`config.mk`:
```
export PLATFORM = sky130hd
export DESIGN_NAME = spss_slew_core
export DESIGN_NICKNAME = d
export VERILOG_FILES = /design/src/hdl/spss_pkg.sv /design/src/hdl/spss_slew_core.sv
export SDC_FILE = /design/constraint.sdc
export NUM_CORES = 1
export LEC_CHECK = 0
export BUFFER_PORTS_ARGS = -buffer_cell sky130_fd_sc_hd__buf_2
export CELL_PAD_IN_SITES_DETAIL_PLACEMENT = 0
export CELL_PAD_IN_SITES_GLOBAL_PLACEMENT = 2
export CORE_AREA = 2 2 264 266
export CTS_CLUSTER_DIAMETER = 120
export DETAILED_ROUTE_END_ITERATION = 8
export DIE_AREA = 0 0 266 268
export GPL_TIMING_DRIVEN = 0
export PLACE_DENSITY = 0.95
export REMOVE_ABC_BUFFERS = 1
export SKIP_CTS_REPAIR_TIMING = 1
export SLEW_MARGIN = 25
export SYNTH_ARGS = -nofsm -noshare
export SYNTH_HDL_FRONTEND = slang
export SYNTH_SLANG_ARGS = --single-unit
```
`constraint.sdc`:
```
create_clock -name clk -period 26.5 [get_ports clk]
set_input_delay 1.325 -clock clk [delete_from_list [all_inputs] [get_ports clk]]
set_output_delay 1.325 -clock clk [all_outputs]
set_load 0.05 [all_outputs]
```
`src/hdl/spss_pkg.sv`:
```
package spss_pkg;

  localparam int MAX_MOVES  = 64;
  localparam int NUM_SERVOS = 5;
  localparam int DUTY_BITS  = 14;

  localparam int ROW_BITS   = (MAX_MOVES > 1) ? $clog2(MAX_MOVES) : 1;
  localparam int IDX_BITS   = 6;
  localparam int MC_BITS    = 7;
  localparam int SERVO_BITS = 3;
  localparam int CFG_BITS   = 3;
  localparam int CMP_BITS   = DUTY_BITS + 3;

  localparam int LEVER_SERVO = 2;
  localparam int GRIP_SERVO  = 4;

  localparam logic [DUTY_BITS-1:0] RESET_DUTY    = DUTY_BITS'(937);
  localparam logic [DUTY_BITS-1:0] RESET_GRIPMAX = DUTY_BITS'(1562);
  localparam logic [DUTY_BITS-1:0] RESET_GRIPMIN = DUTY_BITS'(312);
  localparam logic [MC_BITS-1:0]   RESET_MOVES   = MC_BITS'(1);

  localparam logic signed [CMP_BITS-1:0] MANUAL_STEP = CMP_BITS'(10);
  localparam logic signed [CMP_BITS-1:0] SLEW_STEP   = CMP_BITS'(5);

  typedef enum logic [1:0] {
    MODE_TICK  = 2'd0,
    MODE_WRITE = 2'd1,
    MODE_HOME  = 2'd2,
    MODE_PLAY  = 2'd3
  } mode_t;

  typedef enum logic [CFG_BITS-1:0] {
    CFG_HOME0      = 3'd0,
    CFG_HOME1      = 3'd1,
    CFG_HOME2      = 3'd2,
    CFG_HOME3      = 3'd3,
    CFG_HOME4      = 3'd4,
    CFG_GRIP_MAX   = 3'd5,
    CFG_GRIP_MIN   = 3'd6,
    CFG_MOVE_COUNT = 3'd7
  } cfg_idx_t;

  typedef logic [NUM_SERVOS-1:0][DUTY_BITS-1:0] duty_arr_t;

  typedef struct packed {
    mode_t                 mode;
    logic [DUTY_BITS-1:0]  lever_target;
    logic                  manual_enable;
    logic                  open_button;
    logic                  close_button;
    logic                  recorded;
    logic [IDX_BITS-1:0]   entry_row;
    logic [SERVO_BITS-1:0] entry_servo;
    logic [DUTY_BITS-1:0]  entry_value;
  } in_t;

  typedef struct packed {
    logic [DUTY_BITS-1:0] duty_0;
    logic [DUTY_BITS-1:0] duty_1;
    logic [DUTY_BITS-1:0] duty_2;
    logic [DUTY_BITS-1:0] duty_3;
    logic [DUTY_BITS-1:0] duty_4;
    logic                 homing_active;
    logic                 playback_active;
    logic [IDX_BITS-1:0]  current_row;
  } out_t;

  typedef struct packed {
    duty_arr_t            home_pos;
    logic [DUTY_BITS-1:0] grip_max;
    logic [DUTY_BITS-1:0] grip_min;
    logic [MC_BITS-1:0]   move_count;
  } cfg_t;

  typedef struct packed {
    logic                  en;
    logic [NUM_SERVOS-1:0] col_en;
    logic [ROW_BITS-1:0]   addr;
    logic [DUTY_BITS-1:0]  data;
  } seq_wr_t;

endpackage

```
`src/hdl/spss_slew_core.sv`:
```
module spss_slew_core (
  input  logic                clk,
  input  logic                rst,
  input  logic                accept,
  input  spss_pkg::in_t       item,
  input  spss_pkg::cfg_t      cfg,
  input  spss_pkg::duty_arr_t row_data,
  output spss_pkg::seq_wr_t   wr,
  output logic [spss_pkg::ROW_BITS-1:0] rd_addr,
  output spss_pkg::out_t      result
);
  import spss_pkg::*;

  typedef struct packed {
    logic [DUTY_BITS-1:0] duty;
    logic                 hit;
  } slew_t;

  function automatic logic signed [CMP_BITS-1:0] wide(input logic [DUTY_BITS-1:0] v);
    return signed'(CMP_BITS'(v));
  endfunction

  function automatic slew_t slew_step(input logic [DUTY_BITS-1:0] d,
                                      input logic [DUTY_BITS-1:0] t);
    slew_t r;
    r.hit = 1'b0;
    if (wide(d) + SLEW_STEP < wide(t)) begin
      r.duty = DUTY_BITS'(wide(d) + SLEW_STEP);
    end else if (wide(d) - SLEW_STEP > wide(t)) begin
      r.duty = DUTY_BITS'(wide(d) - SLEW_STEP);
    end else begin
      r.duty = t;
      r.hit  = 1'b1;
    end
    return r;
  endfunction

  function automatic logic [DUTY_BITS-1:0] lever_step(input logic [DUTY_BITS-1:0] d,
                                                      input logic [DUTY_BITS-1:0] t);
    logic [DUTY_BITS-1:0] r;
    r = d;
    if (wide(d) < wide(t)) begin
      r = (wide(d) + MANUAL_STEP >= wide(t)) ? t : DUTY_BITS'(wide(d) + MANUAL_STEP);
    end else if (wide(d) > wide(t)) begin
      r = (wide(d) - MANUAL_STEP <= wide(t)) ? t : DUTY_BITS'(wide(d) - MANUAL_STEP);
    end
    return r;
  endfunction

  duty_arr_t             duty;
  duty_arr_t             duty_next;
  duty_arr_t             target;
  logic [NUM_SERVOS-1:0] reached;
  logic [NUM_SERVOS-1:0] reached_next;
  logic                  homing;
  logic                  homing_next;
  logic                  playing;
  logic                  playing_next;
  logic [IDX_BITS-1:0]   move_index;
  logic [IDX_BITS-1:0]   move_index_next;
  logic [MC_BITS-1:0]    row_inc;
  slew_t                 home_s [NUM_SERVOS];
  slew_t                 play_s [NUM_SERVOS];

  always_comb begin
    for (int c = 0; c < NUM_SERVOS; c++) begin
      target[c] = (int'(move_index) < MAX_MOVES) ? row_data[c] : '0;
    end
  end

  assign row_inc = MC_BITS'({1'b0, move_index} + MC_BITS'(1));

  always_comb begin
    duty_next       = duty;
    reached_next    = reached;
    homing_next     = homing;
    playing_next    = playing;
    move_index_next = move_index;
    wr              = '0;
    wr.addr         = ROW_BITS'(item.entry_row);
    wr.data         = item.entry_value;
    for (int c = 0; c < NUM_SERVOS; c++) begin
      wr.col_en[c] = (item.entry_servo == SERVO_BITS'(c));
      home_s[c]    = '0;
      play_s[c]    = '0;
    end
    if (accept) begin
      unique case (item.mode)
        MODE_TICK: begin
          if (item.manual_enable) begin
            duty_next[LEVER_SERVO] = lever_step(duty_next[LEVER_SERVO], item.lever_target);
          end
          if (item.open_button) begin
            duty_next[GRIP_SERVO] =
              (wide(duty_next[GRIP_SERVO]) + MANUAL_STEP < wide(cfg.grip_max)) ?
              DUTY_BITS'(wide(duty_next[GRIP_SERVO]) + MANUAL_STEP) : cfg.grip_max;
          end
          if (item.close_button) begin
            duty_next[GRIP_SERVO] =
              (wide(duty_next[GRIP_SERVO]) - MANUAL_STEP > wide(cfg.grip_min)) ?
              DUTY_BITS'(wide(duty_next[GRIP_SERVO]) - MANUAL_STEP) : cfg.grip_min;
          end
          if (homing_next) begin
            for (int c = 0; c < NUM_SERVOS; c++) begin
              home_s[c]       = slew_step(duty_next[c], cfg.home_pos[c]);
              duty_next[c]    = home_s[c].duty;
              reached_next[c] = reached_next[c] | home_s[c].hit;
            end
            if (&reached_next) begin
              reached_next = '0;
              homing_next  = 1'b0;
            end
          end
          // Playback may start in the same tick in which homing finishes.
          if (playing_next && !homing_next && item.recorded) begin
            for (int c = 0; c < NUM_SERVOS; c++) begin
              play_s[c]       = slew_step(duty_next[c], target[c]);
              duty_next[c]    = play_s[c].duty;
              reached_next[c] = reached_next[c] | play_s[c].hit;
            end
            if (&reached_next) begin
              reached_next = '0;
              if (row_inc == cfg.move_count) begin
                playing_next    = 1'b0;
                move_index_next = '0;
              end else begin
                move_index_next = row_inc[IDX_BITS-1:0];
              end
            end
          end
        end
        MODE_WRITE: begin
          wr.en = (int'(item.entry_servo) < NUM_SERVOS) && (int'(item.entry_row) < MAX_MOVES);
        end
        MODE_HOME: begin
          homing_next = 1'b1;
        end
        MODE_PLAY: begin
          playing_next = 1'b1;
        end
        default: begin
        end
      endcase
    end
  end

  // The read address follows the row that will be current next cycle.
  assign rd_addr = rst ? '0 : ROW_BITS'(move_index_next);

  always_ff @(posedge clk) begin
    if (rst) begin
      for (int c = 0; c < NUM_SERVOS; c++) begin
        duty[c] <= RESET_DUTY;
      end
      reached    <= '0;
      homing     <= 1'b0;
      playing    <= 1'b0;
      move_index <= '0;
    end else begin
      duty       <= duty_next;
      reached    <= reached_next;
      homing     <= homing_next;
      playing    <= playing_next;
      move_index <= move_index_next;
    end
  end

  always_comb begin
    result.duty_0          = duty_next[0];
    result.duty_1          = duty_next[1];
    result.duty_2          = duty_next[2];
    result.duty_3          = duty_next[3];
    result.duty_4          = duty_next[4];
    result.homing_active   = homing_next;
    result.playback_active = playing_next;
    result.current_row     = move_index_next;
  end

  a_flags_never_full: assert property (@(posedge clk) disable iff (rst) !(&reached))
    else $error("all reached flags left set");
  a_idle_holds: assert property (@(posedge clk) disable iff (rst)
    !accept |=> $stable(duty) && $stable(move_index))
    else $error("state changed without a transaction");
  a_stop_at_row0: assert property (@(posedge clk) disable iff (rst)
    $fell(playing) |-> (move_index == '0))
    else $error("playback stopped away from row zero");

endmodule

```
==> flow_metrics.env <==
export IMPL_ant_nets=0
export IMPL_die_w_um=266
export IMPL_pin_count=331
export IMPL_critPathMaxStageDelay_ns=0.81
export IMPL_syn_inst=3538
export IMPL_dp_worst_setup_slack_ns=9.29
export IMPL_syn_area_um2=25200
export IMPL_nets=4230
export IMPL_clk_pin_slew_ns=0.07
export IMPL_ctsRootBufferMaster="clkbuf_16"
export IMPL_worstPathMaxFanout=15
export IMPL_rows=96
export IMPL_dpl_hpwl_um=76800
export IMPL_area_delta_synth_final_pct=10.0
export IMPL_reg2reg_depth=58
export IMPL_wl_met3_um=6890
export IMPL_vias_per_cell=5.90
export IMPL_initial_utilization_pct=36.9
export IMPL_drive_gt1_share_pct=13.6
export IMPL_wirelength_um=93300
export IMPL_status="finished clean"
export IMPL_clk_insertion_delay_late_ns=0.39
export IMPL_slowest_stage="a311oi_2"
export IMPL_synthArstFlopShare_pct=0
export IMPL_drt_first_iter_violations=2034
export IMPL_crit_type="reg2out"
export IMPL_synth_seq_area_share_pct=6.60
export IMPL_max_slew_margin_pct=29.7
export IMPL_crit_top_cell="o21a_1"
export IMPL_hp_class="reg2reg"
export IMPL_dr_pass1_iters=6
export IMPL_crit_arrival_ns=16.62
export IMPL_power_density_nw_per_um2=35.3
export IMPL_p_leak_nw=12.1
export IMPL_overflow=0
export IMPL_clock_fmax_mhz=55.7
export IMPL_grt_max_degree=58
export IMPL_grt_pass1_vias=25165
export IMPL_ys_ff_latch=83
export IMPL_die_h_um=268
export IMPL_nFillCells=7285
export IMPL_tightest_slew_ns=1.04
export IMPL_top_layer="met5"
export IMPL_placed_cells=4515
export IMPL_post_route_period_util_pct=67.7
export IMPL_rsz0062_at_grt="false"
export IMPL_finClkSkew_ns=0.0142
export IMPL_core_area_um2=68200
export IMPL_seqCellArea_um2=1670
export IMPL_rr_endpoint="move_index[2]"
export IMPL_cts_num_sinks=83
export IMPL_routed_wl_met2_um=40300
export IMPL_startpoint_type="register"
export IMPL_die_area_um2=71300
export IMPL_setup_viol=0
export IMPL_maxCapViolations=0
export IMPL_multi_input_area_um2=21700
export IMPL_cts_tree="built"
export IMPL_synthDistinctLibCells=121
export IMPL_endpoint="rd_addr[2]"
export IMPL_drc=0
export IMPL_cts_max_level=3
export IMPL_worstReg2RegStart="duty[57]"
export IMPL_wl_per_cell_um=20.6
export IMPL_tns_ns=0
export IMPL_setup_ws_ns=8.55
export IMPL_antenna_found_initial=14
export IMPL_grt_pass1_wl_um=145000
export IMPL_cts_buffer_depth=2
export IMPL_synth_main_ff_cell="dfxtp_1"
export IMPL_cp_end_kind="output pin"
export IMPL_portBuffers=290
export IMPL_ff2ff_setup_slack_ns=10.62
export IMPL_maxSlewViolCount=0
export IMPL_grt_usage_pct=25.6
export IMPL_cts_buffers=9
export IMPL_num_vias=26781
export IMPL_synth_avg_cell_area_um2=7.12
export IMPL_routabilityCongestion=0.944
export IMPL_cp_startpoint="duty[57]"
export IMPL_ys_warn_count=0
export IMPL_met1_length_um=44100
export IMPL_period_minus_slack_ns=17.95
export IMPL_hold_viol=0
export IMPL_crit_required_ns=25.17
export IMPL_final_cells=4537
export IMPL_vdd_ir_drop_max_mv=0.0336
export IMPL_synth_edf_count=0
-- through the flow --
step / hold slack (ns) / utilization, % / total power [mW] / cell area (µm²)
floorplan: 0.465 / - / 0.611 / 24200
global placement: 0.473 / 39.2 / 0.792 / 26800
detailed placement: 0.487 / 40.0 / 0.803 / 27300
CTS: 0.506 / 40.6 / 0.976 / 27700
global route: 0.528 / 40.6 / 1.06 / 27700
finish: 0.502 / 40.6 / 0.979 / 27700
-- report_power, final --
group | switching (mW) | internal, mW | total (mW)
Sequential | 0.00992 | 0.129 | 0.138
Combinational | 0.422 | 0.253 | 0.675
Clock | 0.0645 | 0.101 | 0.165
Total | 0.496 | 0.483 | 0.979
-- how the worst min path moves through the flow --
| stage | startpoint | end | slack [ns] | cells past startpoint |
|---|---|---|---|---|
| after detailed placement | reached[3] | reached[3] | 0.49 | 1 |
| final | reached[3] | reached[3] | 0.50 | 1 |
| after floorplan | reached[0] | reached[0] | 0.46 | 1 |
| after CTS | reached[3] | reached[3] | 0.51 | 1 |
| after global routing | reached[3] | reached[3] | 0.53 | 1 |
| after global placement | reached[3] | reached[3] | 0.47 | 1 |
-- synth_stat cells, types with 27 or more instances --
cell	count	area share (%)
ha_1	365	18
nand2_1	289	4.3
inv_1	261	3.9
nor2_1	261	3.9
o21ai_0	184	3.7
xnor2_1	183	6.4
a21oi_1	177	3.5
clkbuf_1	158	2.4
o21a_1	141	4.2
nand3_1	101	2.0
nor3_1	91	1.8
xor2_1	87	3.0
dfxtp_1	83	6.6
a211oi_1	64	1.9
nand4_1	64	1.6
mux2i_1	61	2.4
a21o_1	59	1.8
nand2b_1	58	1.4
nor2b_1	53	1.3
and2_1	50	1.2
nor4_1	49	1.2
o211ai_1	47	1.4
a31oi_1	38	0.94
mux2_2	31	1.4
and3_1	29	0.72
o31ai_1	29	0.86
buf_4	28	0.83
a211o_1	27	0.94
-- registers in the layout, indices dropped and copies added, names as in the netlist --
name,cells
reached,5
duty,70
move_index,6
homing,1
playing,1
-- final cells by class --
| cell class | instances | area share (%) |
|---|---|---|
| inverters | 265 | 3.61 |
| clock buffers | 11 | 0.953 |
| flip-flops and latches | 83 | 6.01 |
| clock inverters | 5 | 0.384 |
| well taps | 882 | 3.98 |
| multi-input cells | 2969 | 78.5 |
| repair buffers | 316 | 6.54 |
| diodes | 6 | 0.0542 |
-- cell usage in the layout, fill, tap and decap left out, types with 64 or more instances in the layout --
cell | Yosys | routed
o21ai_0 | 184 | 183
inv_1 | 261 | 260
xnor2_1 | 183 | 183
nand4_1 | 64 | 64
a21oi_1 | 177 | 175
xor2_1 | 87 | 87
nor2_1 | 261 | 260
nand2_1 | 289 | 288
ha_1 | 365 | 365
nor3_1 | 91 | 87
dfxtp_1 | 83 | 82
buf_2 | 21 | 295
o21a_1 | 141 | 141
nand3_1 | 101 | 101
-- metal layers --
metal	global-route usage, %	up-vias
li1	-	13253
met1	35.9	12598
met2	40.3	801
met3	4.85	111
met4	5.71	18
met5	0	-
-- worst max-delay path: cells and delay by family, from the launching register on --
kind                       cells  cell delay (ns)
DFF                            1             0.43
buffers and inverters          3             0.83
xor gates and xnor gates       4             0.84
adders and majority gates      5             1.52
muxes                          1             0.12
and+or+nand+nor               12             2.15
AOI/OAI and AO/OA             34            10.23
-- kinds of logic after synthesis --
kind of cell | synth area share, %
AO/OA/AOI/OAI | 30.3
XOR/XNOR | 9.39
adder cells (fa/ha/maj) | 18.1
buffers and inverters | 7.86
flip-flops | 6.60
multiplexers | 3.81
AND/OR/NAND/NOR | 23.9
Power figures use the tool's default switching activity.
