==> config.mk <==
export PLATFORM = sky130hd
export DESIGN_NAME = spss_out_q
export DESIGN_NICKNAME = d
export VERILOG_FILES = /design/src/hdl/spss_pkg.sv /design/src/hdl/spss_out_q.sv
export SDC_FILE = /design/constraint.sdc
export NUM_CORES = 1
export LEC_CHECK = 0
export BUFFER_PORTS_ARGS = -buffer_cell sky130_fd_sc_hd__buf_2
export CORE_AREA = 2 2 159 161
export DETAILED_ROUTE_END_ITERATION = 6
export DIE_AREA = 0 0 161 163
export GPL_TIMING_DRIVEN = 1
export PLACE_DENSITY = 0.42
export SLEW_MARGIN = 20
export SYNTH_ARGS = -nofsm -noshare
export SYNTH_HDL_FRONTEND = slang
export SYNTH_SLANG_ARGS = --single-unit
==> constraint.sdc <==
create_clock -name clk -period 8.2 [get_ports clk]
set_input_delay 1.64 -clock clk [delete_from_list [all_inputs] [get_ports clk]]
set_output_delay 1.64 -clock clk [all_outputs]
set_load 0.03 [all_outputs]
==> src/hdl/spss_pkg.sv <==
package spss_pkg;

  localparam int MAX_MOVES  = 64;
  localparam int NUM_SERVOS = 5;
  localparam int DUTY_BITS  = 14;

  localparam int ROW_BITS   = (MAX_MOVES > 1) ? $clog2(MAX_MOVES) : 1;
  localparam int IDX_BITS   = 6;
  localparam int MC_BITS    = 7;
  localparam int SERVO_BITS = 3;
  localparam int CFG_BITS   = 3;
  localparam int CMP_BITS   = DUTY_BITS + 3;

  localparam int LEVER_SERVO = 2;
  localparam int GRIP_SERVO  = 4;

  localparam logic [DUTY_BITS-1:0] RESET_DUTY    = DUTY_BITS'(937);
  localparam logic [DUTY_BITS-1:0] RESET_GRIPMAX = DUTY_BITS'(1562);
  localparam logic [DUTY_BITS-1:0] RESET_GRIPMIN = DUTY_BITS'(312);
  localparam logic [MC_BITS-1:0]   RESET_MOVES   = MC_BITS'(1);

  localparam logic signed [CMP_BITS-1:0] MANUAL_STEP = CMP_BITS'(10);
  localparam logic signed [CMP_BITS-1:0] SLEW_STEP   = CMP_BITS'(5);

  typedef enum logic [1:0] {
    MODE_TICK  = 2'd0,
    MODE_WRITE = 2'd1,
    MODE_HOME  = 2'd2,
    MODE_PLAY  = 2'd3
  } mode_t;

  typedef enum logic [CFG_BITS-1:0] {
    CFG_HOME0      = 3'd0,
    CFG_HOME1      = 3'd1,
    CFG_HOME2      = 3'd2,
    CFG_HOME3      = 3'd3,
    CFG_HOME4      = 3'd4,
    CFG_GRIP_MAX   = 3'd5,
    CFG_GRIP_MIN   = 3'd6,
    CFG_MOVE_COUNT = 3'd7
  } cfg_idx_t;

  typedef logic [NUM_SERVOS-1:0][DUTY_BITS-1:0] duty_arr_t;

  typedef struct packed {
    mode_t                 mode;
    logic [DUTY_BITS-1:0]  lever_target;
    logic                  manual_enable;
    logic                  open_button;
    logic                  close_button;
    logic                  recorded;
    logic [IDX_BITS-1:0]   entry_row;
    logic [SERVO_BITS-1:0] entry_servo;
    logic [DUTY_BITS-1:0]  entry_value;
  } in_t;

  typedef struct packed {
    logic [DUTY_BITS-1:0] duty_0;
    logic [DUTY_BITS-1:0] duty_1;
    logic [DUTY_BITS-1:0] duty_2;
    logic [DUTY_BITS-1:0] duty_3;
    logic [DUTY_BITS-1:0] duty_4;
    logic                 homing_active;
    logic                 playback_active;
    logic [IDX_BITS-1:0]  current_row;
  } out_t;

  typedef struct packed {
    duty_arr_t            home_pos;
    logic [DUTY_BITS-1:0] grip_max;
    logic [DUTY_BITS-1:0] grip_min;
    logic [MC_BITS-1:0]   move_count;
  } cfg_t;

  typedef struct packed {
    logic                  en;
    logic [NUM_SERVOS-1:0] col_en;
    logic [ROW_BITS-1:0]   addr;
    logic [DUTY_BITS-1:0]  data;
  } seq_wr_t;

endpackage

==> src/hdl/spss_out_q.sv <==
module spss_out_q (
  input  logic           clk,
  input  logic           rst,
  input  logic           push,
  input  spss_pkg::out_t push_data,
  output logic           full,
  output logic           out_valid,
  input  logic           out_stall,
  output spss_pkg::out_t out_data
);
  import spss_pkg::*;

  out_t skid_data;
  logic skid_valid;
  logic pop;

  assign pop  = out_valid && !out_stall;
  assign full = skid_valid;

  always_ff @(posedge clk) begin
    if (rst) begin
      out_valid  <= 1'b0;
      skid_valid <= 1'b0;
    end else if (pop) begin
      if (skid_valid) begin
        out_data   <= skid_data;
        skid_valid <= 1'b0;
      end else begin
        out_valid <= push;
        out_data  <= push_data;
      end
    end else if (push) begin
      if (out_valid) begin
        skid_data  <= push_data;
        skid_valid <= 1'b1;
      end else begin
        out_data  <= push_data;
        out_valid <= 1'b1;
      end
    end
  end

  a_skid_behind_head: assert property (@(posedge clk) disable iff (rst)
    skid_valid |-> out_valid)
    else $error("skid slot filled while head slot empty");
  a_held_head: assert property (@(posedge clk) disable iff (rst)
    out_valid && out_stall |=> out_valid)
    else $error("stalled result dropped");
  a_skid_drain: assert property (@(posedge clk) disable iff (rst)
    skid_valid && !out_stall |=> out_valid && !skid_valid)
    else $error("skid slot did not move to head");

endmodule
==> reports/metrics.cfg, run 1 <==
[timing]
fin_crit_ns=3.45
final.setup.tns_ns=0
period_share=0.421
setup_viol=0
slew_viol_final=0
fin_skew_ns=0.00928
relSlewSlack=0.355
hold_viol=0
max_slew.worst_pin.slew_ns=0.965
grt_setup_unrepaired=no
fmax_mhz=290

[finish]
final_layout_size_suffix_gt1_frac=0.622
fin_area_mm2=0.00754
nNetsFinal=511
area_delta_synth_final_pct=30.1
finish.utilization=0.306
n_antenna_cell=0

[route]
drtIter0Drc=83
postRouteWirelength_mm=11.9
remaining_drc_errors=0
drtAntennaViolNets=0
via_per_inst=3.84
drtPass1Iterations=4
wl_per_cell_um=15.4
dr_total_vias=2962

[worst_setup_path]
r2r_cells=3
worst_ep_required_time_ns=8.24
path_buf_inv=2
r2r_start=out_valid$_SDFFE_PP0P_
crit_path_start_kind=input port
rrSetupSlack_ns=5.50
crit_family=buffers and inverters
cpPeakStageDelay_ns=0.83
arrival_ns=3.49
crit_chain=buf_2, a211oi_4, buf_4
crit_fanout=61
crit_path_end_kind=flip-flop
worst_path_max_delay_cell=a211oi_4
critical_path_class=in -> reg
worstReg2RegEnd=out_data[2]$_DFFE_PP_

[synth]
yosys-top-cells-area=edfxtp_1 (81%), mux2_2 (11%), mux2_4 (5.2%)
syn_area_mm2=0.00580
ys_types=15
synth.avg_cell_area_um2=22.8
netlist_instances=254
synth_top_area_cell=edfxtp_1
ys_ff_latch=158
synth.top_cell.area_share=0.808
synth_nets=336
yosysWarnings=0
ys_seq_area_frac=0.815

[cts]
cts_setup_buffers=0
root_buffer=clkbuf_16
path_clk_slew_ns=0.07
insertion_delay_ns=0.42
clock_sink_count=158
cts_tree=done
h-tree-depth=4
cts_buffers=17
cts_buffer_depth=2
holdBufCountCts=0
cts_resized=0

[global_route]
grt_use_total=0.0926
grt.overflow.total=0
antenna_found_initial=1
grt_start_max_net_pins=62
grt_pass1_wl_mm=18.4
grt_pass1_vias=3227

[placed_design]
port_buffers=161
place_area_mm2=0.00701
detailed_place_hpwl_mm=7.45
place_congestion=0.703

[hold_path]
worstHoldStart=skid_data[65]$_DFFE_PP_
min_path_type=reg -> reg
hold_depth=1
min_to=out_data[65]$_DFFE_PP_

[floorplan]
placementRows=58
boundaryPins=162
die_h_um=163
dieArea_mm2=0.0262
core-area_mm2=0.0247
start_util=0.235
die_w_um=161

[power_and_ir_drop]
power_mw=1.79
p_leak_nw=2.85
powerDensity_mw_per_mm2=238
ir_drop_v=0.0000851

[flow_run]
maxCapViolations=0

[outcome]
outcome=finished, final reports clean

[worst max-delay path by stage]
stage	start	to	slack (ns)	cells after the start
6_report	out_stall	out_data[2]$_DFFE_PP_	4.75	3
2_1_floorplan	push	out_data[0]$_DFFE_PP_	0.14	2
3_5_place_dp	out_stall	out_data[67]$_DFFE_PP_	4.25	3
4_1_cts	out_stall	out_data[67]$_DFFE_PP_	4.72	3
3_3_place_gp	out_stall	out_data[33]$_DFFE_PP_	4.30	3
5_1_grt	out_stall	out_data[76]$_DFFE_PP_	4.57	3
[layout make-up]
cell class | instances | area [um^2]
clock inverters | 14 | 109
multi-input cells | 87 | 1040
clock buffers | 18 | 429
inverters | 1 | 3.75
flip-flops and latches | 158 | 4720
repair buffers | 164 | 828
fillers | 2476 | 17100
well taps | 330 | 413
[placed cells by master, fill, tap and decap left out, drive strengths merged, types with 2 or more instances in the layout]
cell / synthesis / routed
edfxtp: 156 / 156
clkbuf: 0 / 18
a21oi: 2 / 2
inv: 1 / 5
clkinvlp: 0 / 4
mux2: 78 / 78
dfxtp: 2 / 2
clkinv: 0 / 6
buf: 8 / 164
[routing by layer]
metal  global-route usage  routed length [um]  vias to the layer above
li1                     -                   -                     1366
met5                    0                   0                        -
met4               0.0292                 106                        0
met3               0.0458                 997                        5
met2                0.141                5400                       98
met1                0.115                5360                     1493
[worst register-to-register path, cell delays in order (launching register included)]
cell and delay (ns):
dfxtp_1 0.53, nor2_1 0.14, a211oi_4 0.77, buf_4 0.79
[report_power, final]
part	leakage, nW	internal (mW)	switching [mW]
clock	0.251	0.391	0.339
sequential	1.46	0.922	0.00747
combinational	1.14	0.0494	0.0857
total	2.85	1.36	0.432
[per-stage QoR]
stage / hold slack, ns / setup WS (ns) / instances
after global routing: 0.549 / 4.57 / 772
after floorplan: 0.525 / 0.144 / 254
final: 0.543 / 4.75 / 772
after detailed placement: 0.532 / 4.25 / 740
after global placement: 0.531 / 4.30 / 740
after CTS: 0.548 / 4.72 / 772
[logic make-up (layout without fill, tap and decap cells)]
logic type	count (synthesis)	count (layout)	share of synthesized area
flip-flops	158	158	0.815
multiplexers	78	78	0.164
buffers and inverters	9	197	0.0108
AND/OR/NAND/NOR	5	5	0.00626
AO/OA/AOI/OAI	4	4	0.00388
[synthesized netlist by cell type (all sizes together)]
cell type	number
nor2b	1
and4b	1
a211oi	1
nor3	1
nand3b	1
a21oi	2
inv	1
nor2	1
edfxtp	156
mux2	78
buf	8
dfxtp	2
o21ai	1
[sequential cells by signal, summed over array words and instances (netlist names)]
signal     cells
out_data      78
skid_data     78
full           1
out_valid      1
Note: power is estimated with default switching activity, not from simulation.
==> inputs of run 2 (changes only) <==
--- a/config.mk
+++ b/config.mk
@@ -5,12 +5,13 @@
 export SDC_FILE = /design/constraint.sdc
 export NUM_CORES = 1
 export LEC_CHECK = 0
+export ABC_AREA = 1
 export BUFFER_PORTS_ARGS = -buffer_cell sky130_fd_sc_hd__buf_2
-export CORE_AREA = 2 2 159 161
+export CORE_AREA = 2 2 158 160
 export DETAILED_ROUTE_END_ITERATION = 6
-export DIE_AREA = 0 0 161 163
+export DIE_AREA = 0 0 160 162
 export GPL_TIMING_DRIVEN = 1
-export PLACE_DENSITY = 0.42
+export PLACE_DENSITY = 0.41
 export SLEW_MARGIN = 20
 export SYNTH_ARGS = -nofsm -noshare
 export SYNTH_HDL_FRONTEND = slang
==> constraint.sdc (replaced) <==
create_clock -name clk -period 3.5 [get_ports clk]
set_input_delay 0.7 -clock clk [delete_from_list [all_inputs] [get_ports clk]]
set_output_delay 0.7 -clock clk [all_outputs]
set_load 0.03 [all_outputs]
==> reports/metrics.cfg, run 2 <==
[timing]
fin_hold_ws_ns=0.474  ; -0.0696 ns
relSlewSlack=0.426  ; +0.0710
hold_viol=0  ; unchanged
setup_viol=0  ; unchanged
max_slew.worst_pin.slew_ns=0.862  ; -0.103 ns
fmax_mhz=553
slew_viol_final=0  ; unchanged
fin_skew_ns=0.00838  ; -0.000899 ns
final.setup.tns_ns=0  ; unchanged
period_share=0.517
grt_setup_unrepaired=no
fin_crit_ns=1.81

[worst_setup_path]
crit_fanout=6  ; -90%
worst_ep_required_time_ns=2.80  ; -5.44 ns
path_buf_inv=1  ; -1
worst_path_max_delay_cell=dfxtp_1
cpPeakStageDelay_ns=0.45  ; -0.38 ns
critical_path_class=reg -> out
arrival_ns=1.11  ; -2.38 ns
rrSetupSlack_ns=1.72  ; -3.78 ns
r2r_start=out_valid$_SDFFE_PP0P_
crit_path_start_kind=flip-flop
crit_family=flip-flops
r2r_cells=3  ; unchanged
crit_path_end_kind=output pin
crit_chain=buf_2
worstReg2RegEnd=out_data[75]$_DFFE_PP_

[synth]
synth-edff-count=156  ; unchanged
synth.top_cell.area_share=0.814  ; +0.00579
synth_top_area_cell=edfxtp_1
ys_ff_latch=158  ; unchanged
ys_seq_area_frac=0.821  ; +0.00584
syn_area_mm2=0.00576  ; -0.71%
synthFlopType=edfxtp_1
yosys-top-cells-area=edfxtp_1 (81%), nand2_1 (15%), buf_2 (0.70%)
synth_commonest_cells=nand2_1 (237), edfxtp_1 (156), buf_2 (8), clkbuf_1 (5), inv_1 (4)
synth.avg_cell_area_um2=13.6  ; -40%
synth_nets=505  ; +50%
ys_types=14  ; -1
yosysWarnings=0  ; unchanged
netlist_instances=423  ; +67%
async_flop_share=0  ; unchanged
yosysMostFrequentCell=nand2_1

[flow_run]
maxCapViolations=0  ; unchanged

[cts]
cts_resized=0  ; unchanged
clock_sink_count=158  ; unchanged
cts_buffers=17  ; unchanged
root_buffer=clkbuf_16
holdBufCountCts=0  ; unchanged
path_clk_slew_ns=0.07  ; about the same
cts_buffer_depth=2  ; unchanged
cts_setup_buffers=0  ; unchanged
insertion_delay_ns=0.41  ; about the same
cts_tree=done
h-tree-depth=4  ; unchanged

[finish]
nNetsFinal=676  ; +32%
area_delta_synth_final_pct=32.1
nFillCells=2509  ; +1.3%
final_layout_size_suffix_gt1_frac=0.333  ; -0.289
biggestRegsByFlops=out_data: 78 flops, skid_data: 78 flops
final_cell_mix=nand2_1 (237), buf_2 (161), edfxtp_1 (156)
layout_commonest_cell=nand2_1

[floorplan]
boundaryPins=162  ; unchanged
die_w_um=160  ; -0.62%
core-area_mm2=0.0241  ; -2.3%
placementRows=57  ; -1.7%
start_util=0.239  ; +0.00383
dieArea_mm2=0.0259  ; -1.2%
die_h_um=162  ; -0.61%

[hold_path]
min_to=skid_data[7]$_DFFE_PP_
hold_depth=1  ; unchanged
worstHoldStart=push_data[7]
min_path_type=in -> reg

[global_route]
antenna_found_initial=1  ; unchanged
grt_use_total=0.0998  ; +0.00723
grt.overflow.total=0  ; unchanged
grt_pass1_vias=3641  ; +13%
grt_start_max_net_pins=79  ; +27%
grt_pass1_wl_mm=20.0  ; +8.7%

[route]
drtPass1Iterations=4  ; unchanged
postRouteWirelength_mm=12.7  ; +7.4%
via_per_inst=3.82  ; -0.47%
drtAntennaViolNets=0  ; unchanged
wl_per_cell_um=13.7  ; -11%
drtIter0Drc=169  ; +100%
dr_total_vias=3559  ; +20%
remaining_drc_errors=0  ; unchanged

[power_and_ir_drop]
powerDensity_mw_per_mm2=591  ; +150%
ir_drop_v=0.000266  ; +210%
p_leak_nw=3.13  ; +9.8%

[outcome]
outcome=finished, final reports clean

[placed_design]
detailed_place_hpwl_mm=8.47  ; +14%
place_congestion=0.700  ; -0.41%
port_buffers=161  ; unchanged

## run 2: final cells by class
cell class / instances / area (um^2) / area share
sequential: 158 / 4720 / 0.621
multi-input combinational: 243 / 945 / 0.124
timing repair buffer: 168 / 858 / 0.113
clock buffer: 19 / 433 / 0.0569
tap: 324 / 405 / 0.0533
clock inverter: 13 / 211 / 0.0278
inverter: 6 / 23.8 / 0.00313
antenna: 1 / 2.50 / 0.000329
## run 2: worst max-delay path by stage
stage	startpoint	endpoint	cells after the start	slack [ns]
5_1_grt	out_valid$_SDFFE_PP0P_	skid_data[10]$_DFFE_PP_	3	1.57
6_report	out_valid$_SDFFE_PP0P_	out_valid	1	1.69
2_1_floorplan	rst	skid_data[0]$_DFFE_PP_	3	0.68
3_3_place_gp	out_stall	out_data[69]$_DFFE_PP_	5	1.33
4_1_cts	out_valid$_SDFFE_PP0P_	out_valid	1	1.66
3_5_place_dp	out_stall	out_data[69]$_DFFE_PP_	5	1.31
## run 2: cell families (layout without fill, tap and decap cells)
group	count (synthesis)	in the layout	synth area share
flops	158	158	0.821
other cells	0	1	0
compound gates	3	3	0.00261
buf+inv	22	206	0.0187
simple gates	240	240	0.158
## run 2: routing by layer
metal	routed length [um]	share of wire	vias to the layer above	global-route usage
li1	-	-	1769	-
met1	6240	0.49	1669	0.135
met2	5570	0.44	119	0.148
met3	887	0.070	2	0.0406
met4	40	0.0031	0	0.0283
met5	0	0	-	0
## run 2: stage by stage
step           worst slack [ns]  total power, mW  utilization  cells  instance area (um^2)
6_report                   1.69             4.49        0.315    932                  7600
5_1_grt                    1.57             4.68        0.315    931                  7600
4_1_cts                    1.66             4.57        0.315    931                  7600
3_5_place_dp               1.31             2.50        0.289    899                  6960
3_3_place_gp               1.33             2.50        0.289    899                  6960
2_1_floorplan             0.681             2.37            -    423                  5770
## run 2: where the power goes
| group | internal, mW | switching, mW | total [mW] |
|---|---|---|---|
| sequential | 2.15 | 0.0156 | 2.17 |
| combinational | 0.0883 | 0.201 | 0.289 |
| clock | 1.27 | 0.762 | 2.04 |
==> inputs of run 3 (changes only) <==
==> constraint.sdc (replaced) <==
create_clock -name clk -period 1.8 [get_ports clk]
set_input_delay 0.36 -clock clk [delete_from_list [all_inputs] [get_ports clk]]
set_output_delay 0.36 -clock clk [all_outputs]
set_load 0.03 [all_outputs]
==> reports/metrics.cfg, run 3 (synthesis results as in run 2) <==
[finish]
n_antenna_cell=0  ; -1
area_delta_synth_final_pct=33.6
final_layout_size_suffix_gt1_frac=0.343  ; +0.0104
nNetsFinal=678  ; +0.30%
finish.utilization=0.319  ; +0.00363
final_cell_mix=nand2_1 (235), buf_2 (161), edfxtp_1 (156)
biggestRegsByFlops=out_data: 78 flops, skid_data: 78 flops
layout_commonest_cell=nand2_1

[route]
postRouteWirelength_mm=12.6  ; -0.87%
drtPass1Iterations=4  ; unchanged
via_per_inst=3.78  ; -1.1%
dr_total_vias=3524  ; -0.98%
wl_per_cell_um=13.5  ; -0.98%
remaining_drc_errors=0  ; unchanged
drtAntennaViolNets=0  ; unchanged
drtIter0Drc=168  ; -0.59%

[cts]
cts_resized=0  ; unchanged
cts_tree=done
cts_setup_buffers=0  ; unchanged
cts_buffers=17  ; unchanged
insertion_delay_ns=0.41  ; about the same
h-tree-depth=4  ; unchanged
cts_buffer_depth=2  ; unchanged
path_clk_slew_ns=0.07  ; about the same
holdBufCountCts=0  ; unchanged
clock_sink_count=158  ; unchanged
root_buffer=clkbuf_16

[placed_design]
detailed_place_hpwl_mm=8.57  ; +1.2%
port_buffers=161  ; unchanged
place_congestion=0.755  ; +7.9%

[worst_setup_path]
crit_family=buffers and inverters
crit_chain=nand4_1, clkinvlp_4, buf_4
crit_path_start_kind=flip-flop
crit_path_end_kind=flip-flop
worst_path_max_delay_cell=dfxtp_4
cpPeakStageDelay_ns=0.39  ; -0.06 ns
arrival_ns=1.52  ; +0.41 ns
crit_fanout=19  ; +13
rrSetupSlack_ns=0.37  ; -1.35 ns
critical_path_class=reg -> reg
endpoint=skid_data[72]$_DFFE_PP_
r2r_start=out_valid$_SDFFE_PP0P_
startpoint=out_valid$_SDFFE_PP0P_
r2r_cells=3  ; unchanged
worstReg2RegEnd=skid_data[72]$_DFFE_PP_
worst_ep_required_time_ns=1.89  ; -0.91 ns
path_depth=3  ; +2
path_buf_inv=2  ; +1

[timing]
grt_setup_unrepaired=no
fmax_mhz=700
max_slew.worst_pin.slew_ns=0.388  ; -0.474 ns
slew_viol_final=0  ; unchanged
relSlewSlack=0.741  ; +0.316
final.setup.tns_ns=0  ; unchanged
fin_skew_ns=0.00786  ; -0.000521 ns
hold_viol=0  ; unchanged
fin_hold_ws_ns=0.129  ; -0.344 ns
setup_viol=0  ; unchanged
period_share=0.794
fin_crit_ns=1.43

[power_and_ir_drop]
ir_drop_v=0.000499  ; +88%
p_leak_nw=3.15  ; +0.69%
powerDensity_mw_per_mm2=1120  ; +89%

[global_route]
grt_start_max_net_pins=79  ; unchanged
grt_pass1_vias=3636  ; -0.14%
grt_pass1_wl_mm=19.9  ; -0.31%
antenna_found_initial=0  ; -1
grt_use_total=0.100  ; +0.000559
grt_use_met3=0.0391  ; -0.00153
busiest_layer=met2
use_met2=0.165  ; +0.0167
grtUsageMet1=0.123  ; -0.0121
grt.overflow.total=0  ; unchanged

[outcome]
outcome=finished, final reports clean

[floorplan]
die_h_um=162  ; unchanged
core-area_mm2=0.0241  ; unchanged
die_w_um=160  ; unchanged
start_util=0.239  ; unchanged
placementRows=57  ; unchanged
boundaryPins=162  ; unchanged
dieArea_mm2=0.0259  ; unchanged

[flow_run]
maxCapViolations=0  ; unchanged

[hold_path]
min_path_type=in -> reg

==> run 3: cell count changes in the layout (fill, tap and decap cells not counted), moves of 2 or more <==
cell / change
nand2_2: +2
nand2_1: -2
buf_12: +7
inv_2: +2
inv_1: -2
buf_4: -5
==> run 3: power by group <==
group | internal, mW | switching (mW) | total (mW)
clock network | 2.33 | 1.48 | 3.81
logic | 0.190 | 0.390 | 0.580
registers | 4.18 | 0.0319 | 4.22
total | 6.71 | 1.90 | 8.61
==> run 3: per-stage QoR <==
stage                     instances  instance area (um^2)  setup WS, ns  power (mW)
after floorplan                 423                  5780        -0.450        4.62
after global placement          901                  7070         0.233        4.88
after detailed placement        901                  7070         0.212        4.89
after CTS                       933                  7690         0.351        8.75
after global routing            933                  7690         0.302        8.97
final                           933                  7690         0.371        8.61
==> run 3: per-layer routing <==
layer | share of wire | vias to the layer above
met5 | 0 | -
met4 | 0.0093 | 0
met3 | 0.060 | 8
met2 | 0.48 | 102
met1 | 0.45 | 1636
li1 | - | 1778
==> run 3: final cells by class <==
cell class | instances | area (um^2)
clock buffer | 19 | 433
clock inverter | 13 | 188
fill | 2511 | 16400
inverter | 6 | 26.3
multi-input combinational | 243 | 950
sequential | 158 | 4730
tap | 324 | 405
timing repair buffer | 170 | 961
==> run 3: how the worst min path moves through the flow <==
stage	cells past startpoint	start	to	slack (ns)
final	1	push_data[8]	skid_data[8]$_DFFE_PP_	0.13
after detailed placement	2	skid_data[57]$_DFFE_PP_	out_data[57]$_DFFE_PP_	0.50
after CTS	1	push_data[8]	skid_data[8]$_DFFE_PP_	0.11
after global routing	1	push_data[11]	skid_data[11]$_DFFE_PP_	0.1
after floorplan	1	rst	out_valid$_SDFFE_PP0P_	0.42
after global placement	2	skid_data[66]$_DFFE_PP_	out_data[66]$_DFFE_PP_	0.49
